File: src/sv/sfrx_pkg.sv
// Shared types, codes and constants for the serial frame receiver.
// No dependencies; every other file of the block imports this package.
package sfrx_pkg;

   // Width of the idle tick counter and its largest value.
   localparam int TIMER_BITS = 24;
   localparam logic [TIMER_BITS-1:0] TIMER_MAX = '1;
   // Compare width that holds any timer value, any timeout register value, plus one.
   localparam int CMP_W = ((TIMER_BITS > 24) ? TIMER_BITS : 24) + 1;

   localparam int TIMEOUT_W = 24;
   localparam int CSR_IDX_W = 2;

   localparam logic [7:0]           HEADER_FIRST_RESET  = 8'h5A;
   localparam logic [7:0]           HEADER_SECOND_RESET = 8'hA5;
   localparam logic [TIMEOUT_W-1:0] TIMEOUT_RESET       = 24'd10000;

   // Register indexes
   localparam logic [CSR_IDX_W-1:0] REG_HEADER_FIRST  = 2'd0;
   localparam logic [CSR_IDX_W-1:0] REG_HEADER_SECOND = 2'd1;
   localparam logic [CSR_IDX_W-1:0] REG_TIMEOUT_TICKS = 2'd2;

   // Input commands
   localparam logic CMD_BYTE = 1'b0;
   localparam logic CMD_TICK = 1'b1;

   // Result kinds
   localparam logic KIND_PAYLOAD = 1'b0;
   localparam logic KIND_STATUS  = 1'b1;

   // Frame status codes
   localparam logic [1:0] ST_OK       = 2'd0;
   localparam logic [1:0] ST_MISMATCH = 2'd1;
   localparam logic [1:0] ST_ZERO_LEN = 2'd2;
   localparam logic [1:0] ST_TIMEOUT  = 2'd3;

   typedef enum logic [2:0] {
      PH_HUNT,
      PH_LEN_LO,
      PH_LEN_HI,
      PH_PAYLOAD,
      PH_CHECK
   } phase_type;

   typedef struct packed {
      logic [7:0]           header_first;
      logic [7:0]           header_second;
      logic [TIMEOUT_W-1:0] timeout_ticks;
   } cfg_type;

   typedef struct packed {
      logic       command;
      logic [7:0] byte_value;
   } req_type;

   typedef struct packed {
      logic        out_kind;
      logic [7:0]  payload_byte;
      logic [1:0]  status;
      logic [15:0] frame_length;
      logic        last;
   } rsp_type;

   // Effective tick limit: register value capped at the timer's range.
   function automatic logic [CMP_W-1:0] timer_limit(input logic [TIMEOUT_W-1:0] ticks);
      logic [CMP_W-1:0] t;
      logic [CMP_W-1:0] m;
      t = CMP_W'(ticks);
      m = CMP_W'(TIMER_MAX);
      return (t > m) ? m : t;
   endfunction

endpackage

File: src/sv/sfrx_if.sv
// Channel interfaces of the serial frame receiver: input, result and register write.
// Depends on sfrx_pkg for widths.
interface sfrx_req_if;
   logic       valid;
   logic       ready;
   logic       command;
   logic [7:0] byte_value;

   modport source (output valid, output command, output byte_value, input ready);
   modport sink   (input valid, input command, input byte_value, output ready);
endinterface

interface sfrx_rsp_if;
   logic        valid;
   logic        ready;
   logic        out_kind;
   logic [7:0]  payload_byte;
   logic [1:0]  status;
   logic [15:0] frame_length;
   logic        last;

   modport source (output valid, output out_kind, output payload_byte, output status,
                   output frame_length, output last, input ready);
   modport sink   (input valid, input out_kind, input payload_byte, input status,
                   input frame_length, input last, output ready);
endinterface

interface sfrx_csr_if;
   import sfrx_pkg::*;
   logic                 valid;
   logic                 ready;
   logic [CSR_IDX_W-1:0] index;
   logic [TIMEOUT_W-1:0] wdata;

   modport source (output valid, output index, output wdata, input ready);
   modport sink   (input valid, input index, input wdata, output ready);
endinterface

File: src/sv/sfrx_csr.sv
// Configuration registers of the serial frame receiver (sync bytes, timeout).
// Depends on sfrx_pkg.
module sfrx_csr
   import sfrx_pkg::*;
(
   input  logic                 clock,
   input  logic                 reset,
   input  logic                 wr_en,
   input  logic [CSR_IDX_W-1:0] wr_index,
   input  logic [TIMEOUT_W-1:0] wr_data,
   output cfg_type              cfg
);

   cfg_type cfg_ff, cfg_in;

   always_comb begin
      cfg_in = cfg_ff;
      if (wr_en) begin
         case (wr_index)
            REG_HEADER_FIRST:  cfg_in.header_first  = wr_data[7:0];
            REG_HEADER_SECOND: cfg_in.header_second = wr_data[7:0];
            REG_TIMEOUT_TICKS: cfg_in.timeout_ticks = wr_data;
            default:           cfg_in = cfg_ff;
         endcase
      end
   end

   always_ff @(posedge clock) begin
      if (reset) begin
         cfg_ff.header_first  <= HEADER_FIRST_RESET;
         cfg_ff.header_second <= HEADER_SECOND_RESET;
         cfg_ff.timeout_ticks <= TIMEOUT_RESET;
      end else begin
         cfg_ff <= cfg_in;
      end
   end

   assign cfg = cfg_ff;

endmodule

File: src/sv/sfrx_deframe.sv
// Frame state machine: sync hunt, length, payload with running XOR, check, timeout.
// Depends on sfrx_pkg.
module sfrx_deframe
   import sfrx_pkg::*;
(
   input  logic    clock,
   input  logic    reset,
   input  logic    step,
   input  req_type req,
   input  cfg_type cfg,
   output logic    emit,
   output rsp_type result
);

   phase_type             phase_ff, phase_in;
   logic [7:0]            held_byte_ff, held_byte_in;
   logic                  held_valid_ff, held_valid_in;
   logic [15:0]           plen_ff, plen_in;
   logic [15:0]           count_ff, count_in;
   logic [7:0]            xor_ff, xor_in;
   logic [TIMER_BITS-1:0] idle_ff, idle_in;

   logic        is_tick;
   logic        timeout_hit;
   logic        sync_hit;
   logic [15:0] len_full;
   logic [15:0] count_inc;

   assign is_tick     = (req.command == CMD_TICK);
   assign timeout_hit = (CMP_W'(idle_ff) + CMP_W'(1)) >= timer_limit(cfg.timeout_ticks);
   assign sync_hit    = held_valid_ff && (held_byte_ff == cfg.header_first)
                        && (req.byte_value == cfg.header_second);
   assign len_full    = {req.byte_value, plen_ff[7:0]};
   assign count_inc   = count_ff + 16'd1;

   // Next phase
   always_comb begin
      phase_in = phase_ff;
      if (step) begin
         if (is_tick) begin
            if (phase_ff != PH_HUNT && timeout_hit) phase_in = PH_HUNT;
         end else begin
            case (phase_ff)
               PH_HUNT:    if (sync_hit) phase_in = PH_LEN_LO;
               PH_LEN_LO:  phase_in = PH_LEN_HI;
               PH_LEN_HI:  phase_in = (len_full == 16'd0) ? PH_HUNT : PH_PAYLOAD;
               PH_PAYLOAD: if (count_inc >= plen_ff) phase_in = PH_CHECK;
               PH_CHECK:   phase_in = PH_HUNT;
               default:    phase_in = PH_HUNT;
            endcase
         end
      end
   end

   // Datapath registers and result
   always_comb begin
      held_byte_in  = held_byte_ff;
      held_valid_in = held_valid_ff;
      plen_in       = plen_ff;
      count_in      = count_ff;
      xor_in        = xor_ff;
      idle_in       = idle_ff;
      emit          = 1'b0;
      result        = '0;
      if (step) begin
         if (is_tick) begin
            if (phase_ff != PH_HUNT) begin
               if (timeout_hit) begin
                  emit                = 1'b1;
                  result.out_kind     = KIND_STATUS;
                  result.status       = ST_TIMEOUT;
                  result.last         = 1'b1;
                  result.frame_length = (phase_ff == PH_PAYLOAD || phase_ff == PH_CHECK)
                                        ? plen_ff : 16'd0;
                  held_byte_in  = '0;
                  held_valid_in = 1'b0;
                  plen_in       = '0;
                  count_in      = '0;
                  xor_in        = '0;
                  idle_in       = '0;
               end else begin
                  idle_in = idle_ff + TIMER_BITS'(1);
               end
            end
         end else begin
            idle_in = '0;
            case (phase_ff)
               PH_HUNT: begin
                  if (sync_hit) begin
                     held_valid_in = 1'b0;
                     held_byte_in  = '0;
                     plen_in       = '0;
                  end else begin
                     held_byte_in  = req.byte_value;
                     held_valid_in = 1'b1;
                  end
               end
               PH_LEN_LO: plen_in = {8'd0, req.byte_value};
               PH_LEN_HI: begin
                  if (len_full == 16'd0) begin
                     emit                = 1'b1;
                     result.out_kind     = KIND_STATUS;
                     result.status       = ST_ZERO_LEN;
                     result.last         = 1'b1;
                     held_byte_in  = '0;
                     held_valid_in = 1'b0;
                     plen_in       = '0;
                     count_in      = '0;
                     xor_in        = '0;
                  end else begin
                     plen_in  = len_full;
                     count_in = '0;
                     xor_in   = '0;
                  end
               end
               PH_PAYLOAD: begin
                  xor_in              = xor_ff ^ req.byte_value;
                  count_in            = count_inc;
                  emit                = 1'b1;
                  result.out_kind     = KIND_PAYLOAD;
                  result.payload_byte = req.byte_value;
                  result.status       = ST_OK;
                  result.frame_length = plen_ff;
               end
               PH_CHECK: begin
                  emit                = 1'b1;
                  result.out_kind     = KIND_STATUS;
                  result.status       = (req.byte_value == xor_ff) ? ST_OK : ST_MISMATCH;
                  result.frame_length = plen_ff;
                  result.last         = 1'b1;
                  held_byte_in  = '0;
                  held_valid_in = 1'b0;
                  plen_in       = '0;
                  count_in      = '0;
                  xor_in        = '0;
               end
               default: begin
                  held_byte_in  = '0;
                  held_valid_in = 1'b0;
                  plen_in       = '0;
                  count_in      = '0;
                  xor_in        = '0;
               end
            endcase
         end
      end
   end

   always_ff @(posedge clock) begin
      if (reset) begin
         phase_ff      <= PH_HUNT;
         held_byte_ff  <= '0;
         held_valid_ff <= 1'b0;
         plen_ff       <= '0;
         count_ff      <= '0;
         xor_ff        <= '0;
         idle_ff       <= '0;
      end else begin
         phase_ff      <= phase_in;
         held_byte_ff  <= held_byte_in;
         held_valid_ff <= held_valid_in;
         plen_ff       <= plen_in;
         count_ff      <= count_in;
         xor_ff        <= xor_in;
         idle_ff       <= idle_in;
      end
   end

endmodule

File: src/sv/sfrx_out.sv
// Result register of the serial frame receiver; holds one beat until taken.
// Depends on sfrx_pkg.
module sfrx_out
   import sfrx_pkg::*;
(
   input  logic    clock,
   input  logic    reset,
   input  logic    load,
   input  rsp_type load_data,
   input  logic    out_ready,
   output logic    out_valid,
   output rsp_type out_data,
   output logic    has_room
);

   logic    valid_ff, valid_in;
   rsp_type data_ff, data_in;

   // Room when empty or when the held beat leaves this cycle.
   assign has_room = !valid_ff || out_ready;

   always_comb begin
      valid_in = valid_ff && !out_ready;
      data_in  = data_ff;
      if (load) begin
         valid_in = 1'b1;
         data_in  = load_data;
      end
   end

   always_ff @(posedge clock) begin
      if (reset) begin
         valid_ff <= 1'b0;
      end else begin
         valid_ff <= valid_in;
      end
   end

   always_ff @(posedge clock) begin
      data_ff <= data_in;
   end

   assign out_valid = valid_ff;
   assign out_data  = data_ff;

endmodule

File: src/sv/serial_frame_receiver_xor_core.sv
// Top level of the serial frame receiver with XOR checksum.
// Depends on sfrx_pkg, sfrx_if, sfrx_csr, sfrx_deframe and sfrx_out.
//
// Deframes a byte stream of the form sync1 sync2 len_lo len_hi payload[len] check.
// Each req_ beat is either a received byte or one idle tick. While hunting, a
// two-byte sliding window looks for the sync pair; then a 16-bit little-endian
// length follows, each payload byte is forwarded as an rsp_ beat (out_kind 0)
// while a running XOR is kept, and the check byte closes the frame with a status
// beat (out_kind 1, last 1): ok, checksum mismatch, zero length (right after the
// length bytes) or timeout (idle ticks reaching timeout_ticks, zero acting as
// one; ticks are ignored while hunting). After any status the receiver hunts
// again. Drop the payload of a frame whose status is not ok. Every item is
// handled by the frame state machine and lands in a single result register,
// so a beat is accepted every cycle as long as the result register is empty
// or its beat is being taken in the same cycle; req_bus.ready therefore
// follows rsp_bus.ready combinationally. The result of an accepted beat is
// registered and shown on rsp_ in the following cycle. Register writes are
// taken every cycle and take effect once registered; write them only while
// the receiver is idle. Indexes beyond the register list are ignored.
module serial_frame_receiver_xor_core
   import sfrx_pkg::*;
(
   input logic        clock,
   input logic        reset,
   sfrx_req_if.sink   req_bus,
   sfrx_rsp_if.source rsp_bus,
   sfrx_csr_if.sink   csr_bus
);

   cfg_type cfg;
   req_type req;
   rsp_type result;
   rsp_type out_data;
   logic    emit;
   logic    has_room;
   logic    step;

   // Registers are always writable.
   assign csr_bus.ready = 1'b1;

   sfrx_csr u_csr (
      .clock    (clock),
      .reset    (reset),
      .wr_en    (csr_bus.valid),
      .wr_index (csr_bus.index),
      .wr_data  (csr_bus.wdata),
      .cfg      (cfg)
   );

   // Accept a beat whenever the result register can take what it may produce.
   assign req_bus.ready = has_room;
   assign step          = req_bus.valid && has_room;
   assign req.command   = req_bus.command;
   assign req.byte_value = req_bus.byte_value;

   sfrx_deframe u_deframe (
      .clock  (clock),
      .reset  (reset),
      .step   (step),
      .req    (req),
      .cfg    (cfg),
      .emit   (emit),
      .result (result)
   );

   sfrx_out u_out (
      .clock     (clock),
      .reset     (reset),
      .load      (emit),
      .load_data (result),
      .out_ready (rsp_bus.ready),
      .out_valid (rsp_bus.valid),
      .out_data  (out_data),
      .has_room  (has_room)
   );

   assign rsp_bus.out_kind     = out_data.out_kind;
   assign rsp_bus.payload_byte = out_data.payload_byte;
   assign rsp_bus.status       = out_data.status;
   assign rsp_bus.frame_length = out_data.frame_length;
   assign rsp_bus.last         = out_data.last;

endmodule

File: src/flat_wrapper.sv
// flat-port wrapper written by rule: the top's interface ports become plain ports
module serial_frame_receiver_xor_core_flat import sfrx_pkg::*;
  (clock, reset, req_bus_valid, req_bus_command, req_bus_byte_value, req_bus_ready, rsp_bus_valid, rsp_bus_out_kind, rsp_bus_payload_byte, rsp_bus_status, rsp_bus_frame_length, rsp_bus_last, rsp_bus_ready, csr_bus_valid, csr_bus_index, csr_bus_wdata, csr_bus_ready);
  sfrx_req_if req_bus_i ();
  sfrx_rsp_if rsp_bus_i ();
  sfrx_csr_if csr_bus_i ();
  input logic clock;
  input logic reset;
  input wire logic [$bits(req_bus_i.valid)-1:0] req_bus_valid;
  input wire logic [$bits(req_bus_i.command)-1:0] req_bus_command;
  input wire logic [$bits(req_bus_i.byte_value)-1:0] req_bus_byte_value;
  output wire logic [$bits(req_bus_i.ready)-1:0] req_bus_ready;
  output wire logic [$bits(rsp_bus_i.valid)-1:0] rsp_bus_valid;
  output wire logic [$bits(rsp_bus_i.out_kind)-1:0] rsp_bus_out_kind;
  output wire logic [$bits(rsp_bus_i.payload_byte)-1:0] rsp_bus_payload_byte;
  output wire logic [$bits(rsp_bus_i.status)-1:0] rsp_bus_status;
  output wire logic [$bits(rsp_bus_i.frame_length)-1:0] rsp_bus_frame_length;
  output wire logic [$bits(rsp_bus_i.last)-1:0] rsp_bus_last;
  input wire logic [$bits(rsp_bus_i.ready)-1:0] rsp_bus_ready;
  input wire logic [$bits(csr_bus_i.valid)-1:0] csr_bus_valid;
  input wire logic [$bits(csr_bus_i.index)-1:0] csr_bus_index;
  input wire logic [$bits(csr_bus_i.wdata)-1:0] csr_bus_wdata;
  output wire logic [$bits(csr_bus_i.ready)-1:0] csr_bus_ready;
  assign req_bus_i.valid = req_bus_valid;
  assign req_bus_i.command = req_bus_command;
  assign req_bus_i.byte_value = req_bus_byte_value;
  assign req_bus_ready = req_bus_i.ready;
  assign rsp_bus_valid = rsp_bus_i.valid;
  assign rsp_bus_out_kind = rsp_bus_i.out_kind;
  assign rsp_bus_payload_byte = rsp_bus_i.payload_byte;
  assign rsp_bus_status = rsp_bus_i.status;
  assign rsp_bus_frame_length = rsp_bus_i.frame_length;
  assign rsp_bus_last = rsp_bus_i.last;
  assign rsp_bus_i.ready = rsp_bus_ready;
  assign csr_bus_i.valid = csr_bus_valid;
  assign csr_bus_i.index = csr_bus_index;
  assign csr_bus_i.wdata = csr_bus_wdata;
  assign csr_bus_ready = csr_bus_i.ready;
  serial_frame_receiver_xor_core u_core (.clock(clock), .reset(reset), .req_bus(req_bus_i), .rsp_bus(rsp_bus_i), .csr_bus(csr_bus_i));
endmodule
File: config.mk
export PLATFORM = sky130hd
export DESIGN_NAME = serial_frame_receiver_xor_core_flat
export DESIGN_NICKNAME = d
export VERILOG_FILES = /design/src/sv/sfrx_pkg.sv /design/src/sv/sfrx_if.sv /design/src/sv/sfrx_csr.sv /design/src/sv/sfrx_deframe.sv /design/src/sv/sfrx_out.sv /design/src/sv/serial_frame_receiver_xor_core.sv /design/src/flat_wrapper.sv
export SDC_FILE = /design/constraint.sdc
export NUM_CORES = 1
export LEC_CHECK = 0
export BUFFER_PORTS_ARGS = -buffer_cell sky130_fd_sc_hd__buf_2
export CORE_MARGIN = 5
export CORE_UTILIZATION = 40
export CTS_CLUSTER_DIAMETER = 80
export DETAILED_ROUTE_END_ITERATION = 8
export GPL_TIMING_DRIVEN = 0
export PLACE_DENSITY = 0.54
export SYNTH_ARGS = -nofsm -noshare
export SYNTH_HDL_FRONTEND = slang
export SYNTH_SLANG_ARGS = --single-unit
File: constraint.sdc
create_clock -name clock -period 6.5 [get_ports clock]
set_input_delay 0 -clock clock [delete_from_list [all_inputs] [get_ports clock]]
set_output_delay 0 -clock clock [all_outputs]
set_load 0.05 [all_outputs]
==> results of run 1 <==
cell families (layout without fill, tap and decap cells):
group / Yosys count / after routing / share of synthesized area [%]
compound gates: 179 / 179 / 14.5
xor+xnor: 60 / 60 / 6.73
fa+ha+maj: 42 / 42 / 6.73
buf+inv: 119 / 238 / 6.11
flops: 144 / 144 / 40.4
mux: 17 / 17 / 2.20
other cells: 1 / 1 / 0.0480
simple gates: 360 / 360 / 23.3
metrics by stage:
step / TNS, ns / power, uW / util (%) / setup slack [ns]
2_1_floorplan: 0 / 1040 / - / 1.01
3_3_place_gp: -27.01 / 1090 / 43.6 / -1.00
3_5_place_dp: 0 / 1090 / 43.8 / 1.48
4_1_cts: 0 / 2030 / 48.0 / 1.47
5_1_grt: 0 / 2090 / 48.0 / 1.17
6_report: 0 / 2010 / 48.0 / 1.59
state kept, by name, indices dropped and copies added (netlist names):
signal and flops:
u_core.u_csr.cfg 40, u_core.u_out.out_data 27, u_core.u_deframe.count_ff 16, u_core.u_out.out_valid 1, u_core.u_deframe.phase_ff 3, u_core.u_deframe.idle_ff 24
u_core.u_deframe.plen_ff 16, u_core.u_deframe.held_byte_ff 8, u_core.u_deframe.xor_ff 8, u_core.u_deframe.held_valid_ff 1
worst min-delay path, cell delays in order:
cell	delay, ns
clkbuf_1	0.23
nand2_1	0.10
or4_1	0.10
a21oi_1	0.06
cell usage after synthesis (all sizes together), types with 2 or more instances:
master and instances:
or4 8, o21ai 28, nor4b 4, and2 4
or3 3, a22o 9, a21o 4, nor4 26
nor2 53, a211oi 4, buf 20, nor3 24
o41ai 5, nand2b 5, o311ai 2, inv 51
a31oi 8, ha 42, mux2i 16, edfxtp 27
nand4 16, and4 3, o211ai 7, nor2b 4
clkbuf 48, nand3 42, xnor2 43, o32ai 4
o21a 2, o211a 2, o22ai 10, xor2 17
nand3b 12, a21oi 73, dfxtp 117, nand2 129
nor3b 2, and3 23, a31o 9, o31ai 9
power groups by stage:
stage / Clock, uW / Combinational, uW / Sequential [uW]
2_1_floorplan: 0 / 88.6 / 953
3_3_place_gp: 0 / 144 / 948
3_5_place_dp: 0 / 146 / 947
4_1_cts: 941 / 158 / 928
5_1_grt: 987 / 174 / 929
6_report: 925 / 158 / 928
layout make-up:
type | count | area [um^2] | share of cell area (%)
Timing Repair Buffer | 88 | 583 | 6.28
Multi-Input combinational cell | 659 | 4190 | 45.1
Tap cell | 265 | 332 | 3.57
Clock buffer | 18 | 439 | 4.73
Inverter | 51 | 191 | 2.06
Buffer | 68 | 285 | 3.07
Clock inverter | 13 | 113 | 1.21
Sequential cell | 144 | 3150 | 34.0
worst max path at each step:
stage	from	end	cells after the start	slack, ns
5_1_grt	u_core.u_deframe.idle_ff[0]	u_core.u_out.out_data[11]	15	1.17
4_1_cts	u_core.u_deframe.idle_ff[0]	u_core.u_out.out_data[13]	15	1.47
3_3_place_gp	u_core.u_deframe.idle_ff[0]	u_core.u_out.out_data[6]	14	-1.00
2_1_floorplan	u_core.u_deframe.idle_ff[0]	u_core.u_out.out_data[10]	14	1.01
3_5_place_dp	u_core.u_deframe.idle_ff[0]	u_core.u_out.out_data[6]	15	1.48
6_report	u_core.u_deframe.idle_ff[0]	u_core.u_out.out_data[11]	15	1.59
per-layer routing:
layer,vias to the layer above,part of all wire [%]
li1,3482,-
met1,3145,46
met2,125,49
met3,19,3.6
met4,0,1.9
met5,-,0
repair_timing:
action                    in CTS  in global routing
hold endpoints to repair      41                  0
gates resized for setup        0                  0
hold buffers                  26                  0
==> results.toml, run 1 <==
[status]
outcome = "finished, final reports clean"

[setup_path]
reg2reg_from = "u_core.u_deframe.idle_ff[0]"
required_ns = 6.63
cp_slowest_cell = "nor3b_2"
crit_fanout = 13
critPathMostFrequentCell = "ha_1"
crit_family = "simple AND/OR/NAND/NOR gates"
startpoint_type = "register"
cp-end-kind = "register"
worstReg2RegEnd = "u_core.u_out.out_data[11]"
ff2ff_setup_slack_ns = 1.59
ff2ff_path_depth = 15
arrival_ns = 5.04
critPathBufInv = 2
path_class = "register to register"
cp_slowest_stage_delay_ns = 0.61
cp_cell_sequence = "ha_1 -> nand3_4 -> nor4_4 -> nand3_1 -> xnor2_1 -> ha_1 -> nand4_1 -> nor4_1 -> nand2_1 -> a21oi_1 -> a211o_1 -> nor3_2 -> clkbuf_1 -> nor3b_2 -> buf_6"

[synth]
synth_edf_count = 27
postSynthCellCount = 922
yosysSeqAreaShare_pct = 40.4
synth_warnings = 0
syn-cell-area_um2 = 7810
synth_area_leaders = "dfxtp_1, edfxtp_1, ha_1"
synth.top_cell.area_share_pct = 30.0
async_flop_share_pct = 0
ys.flop_type = "dfxtp_1"
ys_types = 58
synth_area_per_cell_um2 = 8.47
ys_ff_latch = 144
syn_nets = 1004
synth_largest_area_cell = "dfxtp_1"

[routing]
wl_mm = 21.1
vias = 6771
drc = 0
first_pass_iters = 4
detail-route-antenna-nets = 0
wl_per_cell_um = 16.2
vias_per_cell = 5.18
drt_iter0_drc = 353

[clocking]
cts_buffer_depth = 2
clk_latency_ns = 0.43
htree_levels = 4
cts_buffers = 17
cts_tree = "done"
clk_pin_slew_ns = 0.06
cts_setup_buffers = 0
cts_sinks = 144
cts-root-buf = "clkbuf_16"

[global_route]
grt_usage_pct = 19.6
grt_pass1_vias = 6503
met1_usage_pct = 24.8
grt_max_degree = 17
grt_pass1_wl_mm = 34.3
grt_use_met3_pct = 3.97
grt_busiest_layer = "met2"
antenna_found_initial = 0
grt-ovfl-total = 0
grt_util_met2_pct = 33.3

[finish]
antenna_cells = 0
layout_common_cells = "nand2_1, dfxtp_1, a21oi_1"
post-route-cell-area_um2 = 9280
final_cell_count_no_fill = 1306
drive_gt1_share_pct = 12.2
layout_commonest_cell = "nand2_1"
nFillCells = 1901
nets = 1111
area_growth_pct = 18.9

[sta]
fin_worst_skew_ns = 0.0114
rsz0062_at_grt = "false"
fmax_ghz = 0.204
worst_pin_slew_ns = 0.854
period_share_pct = 75.6
period_minus_slack_ns = 4.91
slew_headroom_pct = 42.9
hold_violations = 0
finalSetupViolations = 0
slew_violations = 0
timing.hold.ws_ns = 0.122

[power]
power_density_nw_per_um2 = 217
combPwrFrac_pct = 7.8
seqPwrFrac_pct = 46.2
p_int_uw = 1510
pwr-share-clk_pct = 46.0
power_switching_uw = 502
worst_ir_drop_vdd_mv = 0.155
power_leakage_uw = 0.00357
p_sw_share_pct = 25.0

[floorplan]
io_pins = 71
start_util_pct = 40.4
die_y_um = 150
die_x_um = 150
dieArea_um2 = 22400
num_rows = 51
core-area_um2 = 19300

[placement]
io_buffers = 60
place_area_um2 = 8470
globalplace.congestion = 0.839
place_inst = 1249
hpwl_mm = 15.7

[min_path]
worstHoldPathType = "input port to register"
holdPathEnd = "u_core.u_deframe.plen_ff[0]"
holdPathStages = 4
hold_path_startpoint = "req_bus_byte_value[0]"

[job]
maxCapViolations = 0
No activity file was read; power rests on OpenSTA's default activity.
==> run 2, diff against run 1 <==
==> constraint.sdc (replaced) <==
create_clock -name clock -period 4.6 [get_ports clock]
set_input_delay 0 -clock clock [delete_from_list [all_inputs] [get_ports clock]]
set_output_delay 0 -clock clock [all_outputs]
set_load 0.05 [all_outputs]
==> run 2 against run 1 <==
Maximum frequency up 13%; register-to-register slack worse by 1.3 ns; worst hold slack worse by 0.012 ns; final area up 1.4%; cell count up 0.38%; die area unchanged; non-clock buffer count up 4; count of clock-buffer cells in the layout down 1; power up 48%; sequential power up 41%; first-iteration DRC count up 5.7%.
==> results.toml, run 2 (synthesized netlist as in run 1, its figures left out) <==
[status]
outcome = "finished, final reports clean"

[power]
total_power_uw = 2970
seqPwrFrac_pct = 44.1
power_switching_uw = 735
worst_ir_drop_vdd_mv = 0.224
p_sw_share_pct = 24.7
power_leakage_uw = 0.00363
p_int_uw = 2240
power_density_nw_per_um2 = 316
combPwrFrac_pct = 7.6
pwr-share-clk_pct = 48.3

[sta]
hold_violations = 0
timing.hold.ws_ns = 0.110
fmax_ghz = 0.231
worst_pin_slew_ns = 0.914
slew_headroom_pct = 38.6
finalSetupViolations = 0
period_share_pct = 94.2
slew_violations = 0
period_minus_slack_ns = 4.33
rsz0062_at_grt = "false"
fin_worst_skew_ns = 0.0179

[global_route]
grt-ovfl-total = 0
grt_usage_pct = 19.9
antenna_found_initial = 0
grt_pass1_wl_mm = 35.2
grt_pass1_vias = 6627
grt_max_degree = 17

[finish]
layout_commonest_cell = "nand2_1"
final_core_util_pct = 48.7
layout_common_cells = "nand2_1, dfxtp_1, a21oi_1"
largest_register_ffs = 40
drive_gt1_share_pct = 13.3
area_growth_pct = 20.6
antenna_cells = 0
post-route-cell-area_um2 = 9410
final_cell_count_no_fill = 1311
nets = 1115

[setup_path]
startpoint_type = "register"
ff2ff_path_depth = 15
cp-end-kind = "register"
path_class = "register to register"
crit_fanout = 16
required_ns = 4.72
arrival_ns = 4.46

[clocking]
clk_latency_ns = 0.43
cts-root-buf = "clkbuf_16"
clk_pin_slew_ns = 0.06
cts_sinks = 144
cts_buffer_depth = 2
cts_tree = "done"
cts_buffers = 17
htree_levels = 4

[routing]
detail-route-antenna-nets = 0
drc = 0
wl_mm = 21.4
wl_per_cell_um = 16.3
vias = 6834
drt_iter0_drc = 373
vias_per_cell = 5.21
first_pass_iters = 4

[placement]
hpwl_mm = 15.8
place_inst = 1248
place_area_um2 = 8470
io_buffers = 60
globalplace.congestion = 0.839

[floorplan]
die_x_um = 150
num_rows = 51
core-area_um2 = 19300
die_y_um = 150
dieArea_um2 = 22400
io_pins = 71
start_util_pct = 40.4

[job]
maxCapViolations = 0

[min_path]
holdPathStages = 4
worstHoldPathType = "input port to register"
==> run 2: cell types whose count changed in the layout (fill, tap and decap cells not counted), sizes merged <==
cell      before  now
bufinv         1    3
clkinvlp       4    2
clkbuf        66   65
clkinv         5    4
inv           54   57
buf           82   86
==> run 2: worst max-delay path: stages (launching register included) <==
cell	delay, ns
dfxtp_1	0.42
ha_1	0.34
nand3_4	0.18
nor4_4	0.42
nand3_1	0.20
xnor2_1	0.20
ha_1	0.31
nand4_1	0.16
nor4_2	0.40
nand2_1	0.10
a21oi_1	0.18
a211o_2	0.24
nor3_4	0.10
clkbuf_2	0.23
nor3b_4	0.32
buf_8	0.22
==> run 2: final cells by class <==
cell class,instances,area (um^2)
fill,1944,9920
timing repair buffer,92,613
multi-input combinational,659,4230
clock inverter,15,181
inverter,51,191
sequential,144,3150
tap,265,332
clock buffer,17,425
buffer,68,288
==> run 2: worst paths after layout <==
| path | startpoint | to | slack, ns |
|---|---|---|---|
| worst max-delay path | u_core.u_deframe.idle_ff[0] | u_core.u_out.out_data[10] | 0.27 |
| worst min-delay path | req_bus_byte_value[2] | u_core.u_deframe.plen_ff[2] | 0.11 |
| worst max register to register | u_core.u_deframe.idle_ff[0] | u_core.u_out.out_data[10] | 0.27 |
| worst min register to register | u_core.u_deframe.held_valid_ff | u_core.u_deframe.held_valid_ff | 0.45 |
==> run 2: stage by stage <==
step / worst slack [ns] / TNS [ns]
after floorplan: 0.0686 / 0
after global placement: -1.39 / -38.67
after detailed placement: -0.463 / -10.63
after CTS: 0.0420 / 0
after global routing: 0.0161 / 0
final: 0.266 / 0
==> run 2: routing by layer <==
metal	wire length [um]	part of all wire (%)	global-route usage, %
met5	0	0	0
met2	10500	49	33.8
met4	485	2.3	6.27
met3	774	3.6	3.66
met1	9690	45	25.7
==> run 2: what timing repair did <==
| item | in CTS | in global routing |
|---|---|---|
| pin swaps | 2 | 2 |
| cloned | 0 | 0 |
| hold endpoints to repair | 41 | 0 |
| hold buffers | 26 | 0 |
| buffers inserted | 2 | 3 |
| endpoints found under the setup margin | 41 | 95 |
| resized for setup | 3 | 9 |
==> run 2: power by group through the flow <==
stage	logic [uW]	clock network (uW)	registers, uW
6_report	226	1440	1310
5_1_grt	249	1520	1310
4_1_cts	226	1470	1310
3_5_place_dp	207	0	1340
3_3_place_gp	204	0	1340
2_1_floorplan	125	0	1350
==> run 3, diff against run 2 <==
--- a/config.mk
+++ b/config.mk
@@ -7,11 +7,12 @@
 export LEC_CHECK = 0
 export BUFFER_PORTS_ARGS = -buffer_cell sky130_fd_sc_hd__buf_2
 export CORE_MARGIN = 5
-export CORE_UTILIZATION = 40
+export CORE_UTILIZATION = 38
 export CTS_CLUSTER_DIAMETER = 80
 export DETAILED_ROUTE_END_ITERATION = 8
 export GPL_TIMING_DRIVEN = 0
-export PLACE_DENSITY = 0.54
+export PLACE_DENSITY = 0.52
+export REMOVE_ABC_BUFFERS = 1
 export SYNTH_ARGS = -nofsm -noshare
 export SYNTH_HDL_FRONTEND = slang
 export SYNTH_SLANG_ARGS = --single-unit
==> run 3 against run 2 <==
The flow now finishes with violations (negative hold slack); sequential share of layout area is 0.12 points lower; critical path depth unchanged; register-to-register slack improved by 0.06 ns; die area increased by 4.9%; power decreased by 0.19%; clock skew down 0.0072 ns; combinational power rose by 2%; worst hold slack got worse by 0.12 ns; first-iteration DRC count decreased by 17%; final area increased by 0.39%.
==> results.toml, run 3 (synthesized netlist as in run 1, its figures left out) <==
[setup_path]
startpoint_type = "register"
path_class = "register to register"
crit_fanout = 13
cp_cell_sequence = "ha_1 -> nand3_4 -> nor2_1 -> nand3_1 -> nor2_1 -> xor2_1 -> ha_1 -> a21o_1 -> nand3_1 -> a211oi_1 -> o41ai_1 -> nand2_2 -> o311ai_2 -> or4_1 -> a21oi_1"
crit_family = "compound AO/OA/AOI/OAI gates"
arrival_ns = 4.58
critPathBufInv = 0
cp_slowest_stage_delay_ns = 0.82
ff2ff_setup_slack_ns = 0.32
cp_slowest_cell = "o311ai_2"
cp-end-kind = "register"
required_ns = 4.90

[finish]
layout_commonest_cell = "nand2_1"
seq_area_um2 = 3150
nets = 1072
final_core_util_pct = 46.7
multi_input_comb_area_um2 = 4290
largest_register_ffs = 40
nFillCells = 2044
area_growth_pct = 21.1
post-route-cell-area_um2 = 9450
layout_common_cells = "nand2_1, dfxtp_1, a21oi_1"
antenna_cells = 0
drive_gt1_share_pct = 14.2

[clocking]
cts_tree = "done"
cts_sinks = 144
cts_buffers = 17
htree_levels = 4
cts_buffer_depth = 2
clk_latency_ns = 0.43
clk_pin_slew_ns = 0.06
cts-root-buf = "clkbuf_16"

[placement]
globalplace.congestion = 0.814
place_area_um2 = 8370
hpwl_mm = 13.6
io_buffers = 69
post-place-ws_ns = -0.292

[sta]
slew_headroom_pct = 13.7
finalSetupViolations = 0
fin_ws_ns = 0.322
fmax_ghz = 0.234
slew_violations = 0
timing.hold.ws_ns = -0.00797
period_share_pct = 93.0
fin_worst_skew_ns = 0.0107
hold_violations = 1
rsz0062_at_grt = "false"
worst_pin_slew_ns = 1.29
period_minus_slack_ns = 4.28

[floorplan]
start_util_pct = 38.6
die_y_um = 153
core-area_um2 = 20200
die_x_um = 153
dieArea_um2 = 23500
num_rows = 52
io_pins = 71

[routing]
wl_met1_mm = 9.64
drt_iter0_drc = 310
detail-route-antenna-nets = 0
wl_met2_mm = 9.32
highest_layer = "met4"
vias = 6664
wl_met3_um = 734
drc = 0
vias_per_cell = 5.23
first_pass_iters = 5
wl_mm = 20.0
wl_per_cell_um = 15.7

[power]
p_sw_share_pct = 24.2
seqPwrFrac_pct = 44.2
power_switching_uw = 718
p_int_uw = 2250
combPwrFrac_pct = 7.8
total_power_uw = 2970
power_density_nw_per_um2 = 314
power_leakage_uw = 0.00366
pwr-share-clk_pct = 48.0
worst_ir_drop_vdd_mv = 0.256

[job]
maxCapViolations = 0

[global_route]
grt_pass1_vias = 6428
antenna_found_initial = 0
grt_usage_pct = 17.0
grt-ovfl-total = 0
grt_max_degree = 79
grt_pass1_wl_mm = 33.0

[status]
outcome = "finished, violations left"
violations = "negative hold slack"

[min_path]
worstHoldPathType = "input port to register"
==> run 3: cell count changes in the layout (fill, tap and decap cells not counted), sizes merged <==
cell         delta
buf             -4
bufinv          -1
clkbuf         -44
dlygate4sd3     +8
inv             -3
o311ai          +1
==> run 3: path summary, 6_finish.rpt <==
path                                             startpoint                     endpoint  cells past startpoint
worst min register to register          u_core.u_csr.cfg[3]          u_core.u_csr.cfg[3]                      2
worst min-delay path                          rsp_bus_ready       u_core.u_out.out_valid                      3
worst max register to register  u_core.u_deframe.idle_ff[0]  u_core.u_deframe.plen_ff[6]                     15
worst max-delay path            u_core.u_deframe.idle_ff[0]  u_core.u_deframe.plen_ff[6]                     15
==> run 3: power by group through the flow <==
stage          sequential, uW  combinational (uW)  clock (uW)
2_1_floorplan            1350                95.7           0
3_3_place_gp             1340                 187           0
3_5_place_dp             1340                 199           0
4_1_cts                  1310                 222        1460
5_1_grt                  1310                 253        1510
6_report                 1310                 230        1430
==> run 3: metal layers <==
layer | vias to the layer above | GRT usage, %
li1 | 3406 | -
met1 | 3123 | 22.8
met2 | 112 | 27.9
met3 | 23 | 2.74
met4 | 0 | 5.47
met5 | - | 0
==> run 3: what timing repair did <==
action | CTS | global route
endpoints found under the setup margin | 52 | 82
setup buffers | 1 | 4
resized for setup | 3 | 7
hold buffers | 34 | 0
pin swaps | 2 | 4
cloned | 0 | 1
endpoints found under the hold margin | 52 | 0
==> run 3: final cells by class <==
type,count,area share [%]
well taps,270,3.57
multi-input cells,660,45.3
clock buffers,21,5.10
repair buffers,116,9.24
inverters,51,2.03
flip-flops and latches,144,33.4
clock inverters,11,1.34
==> run 3: stage by stage <==
step                      setup TNS (ns)  cells
after CTS                              0   1268
after global routing                   0   1273
final                                  0   1273
after global placement           -283.19   1193
after detailed placement          -10.20   1201
after floorplan                   -47.21    854
==> run 3: worst reg2reg max path, delay by kind of cell (launching register included) <==
family	cells	cell delay (ns)
compound gates	5	1.48
xor+xnor	1	0.21
fa+ha+maj	2	0.60
flops	1	0.41
simple gates	7	1.48
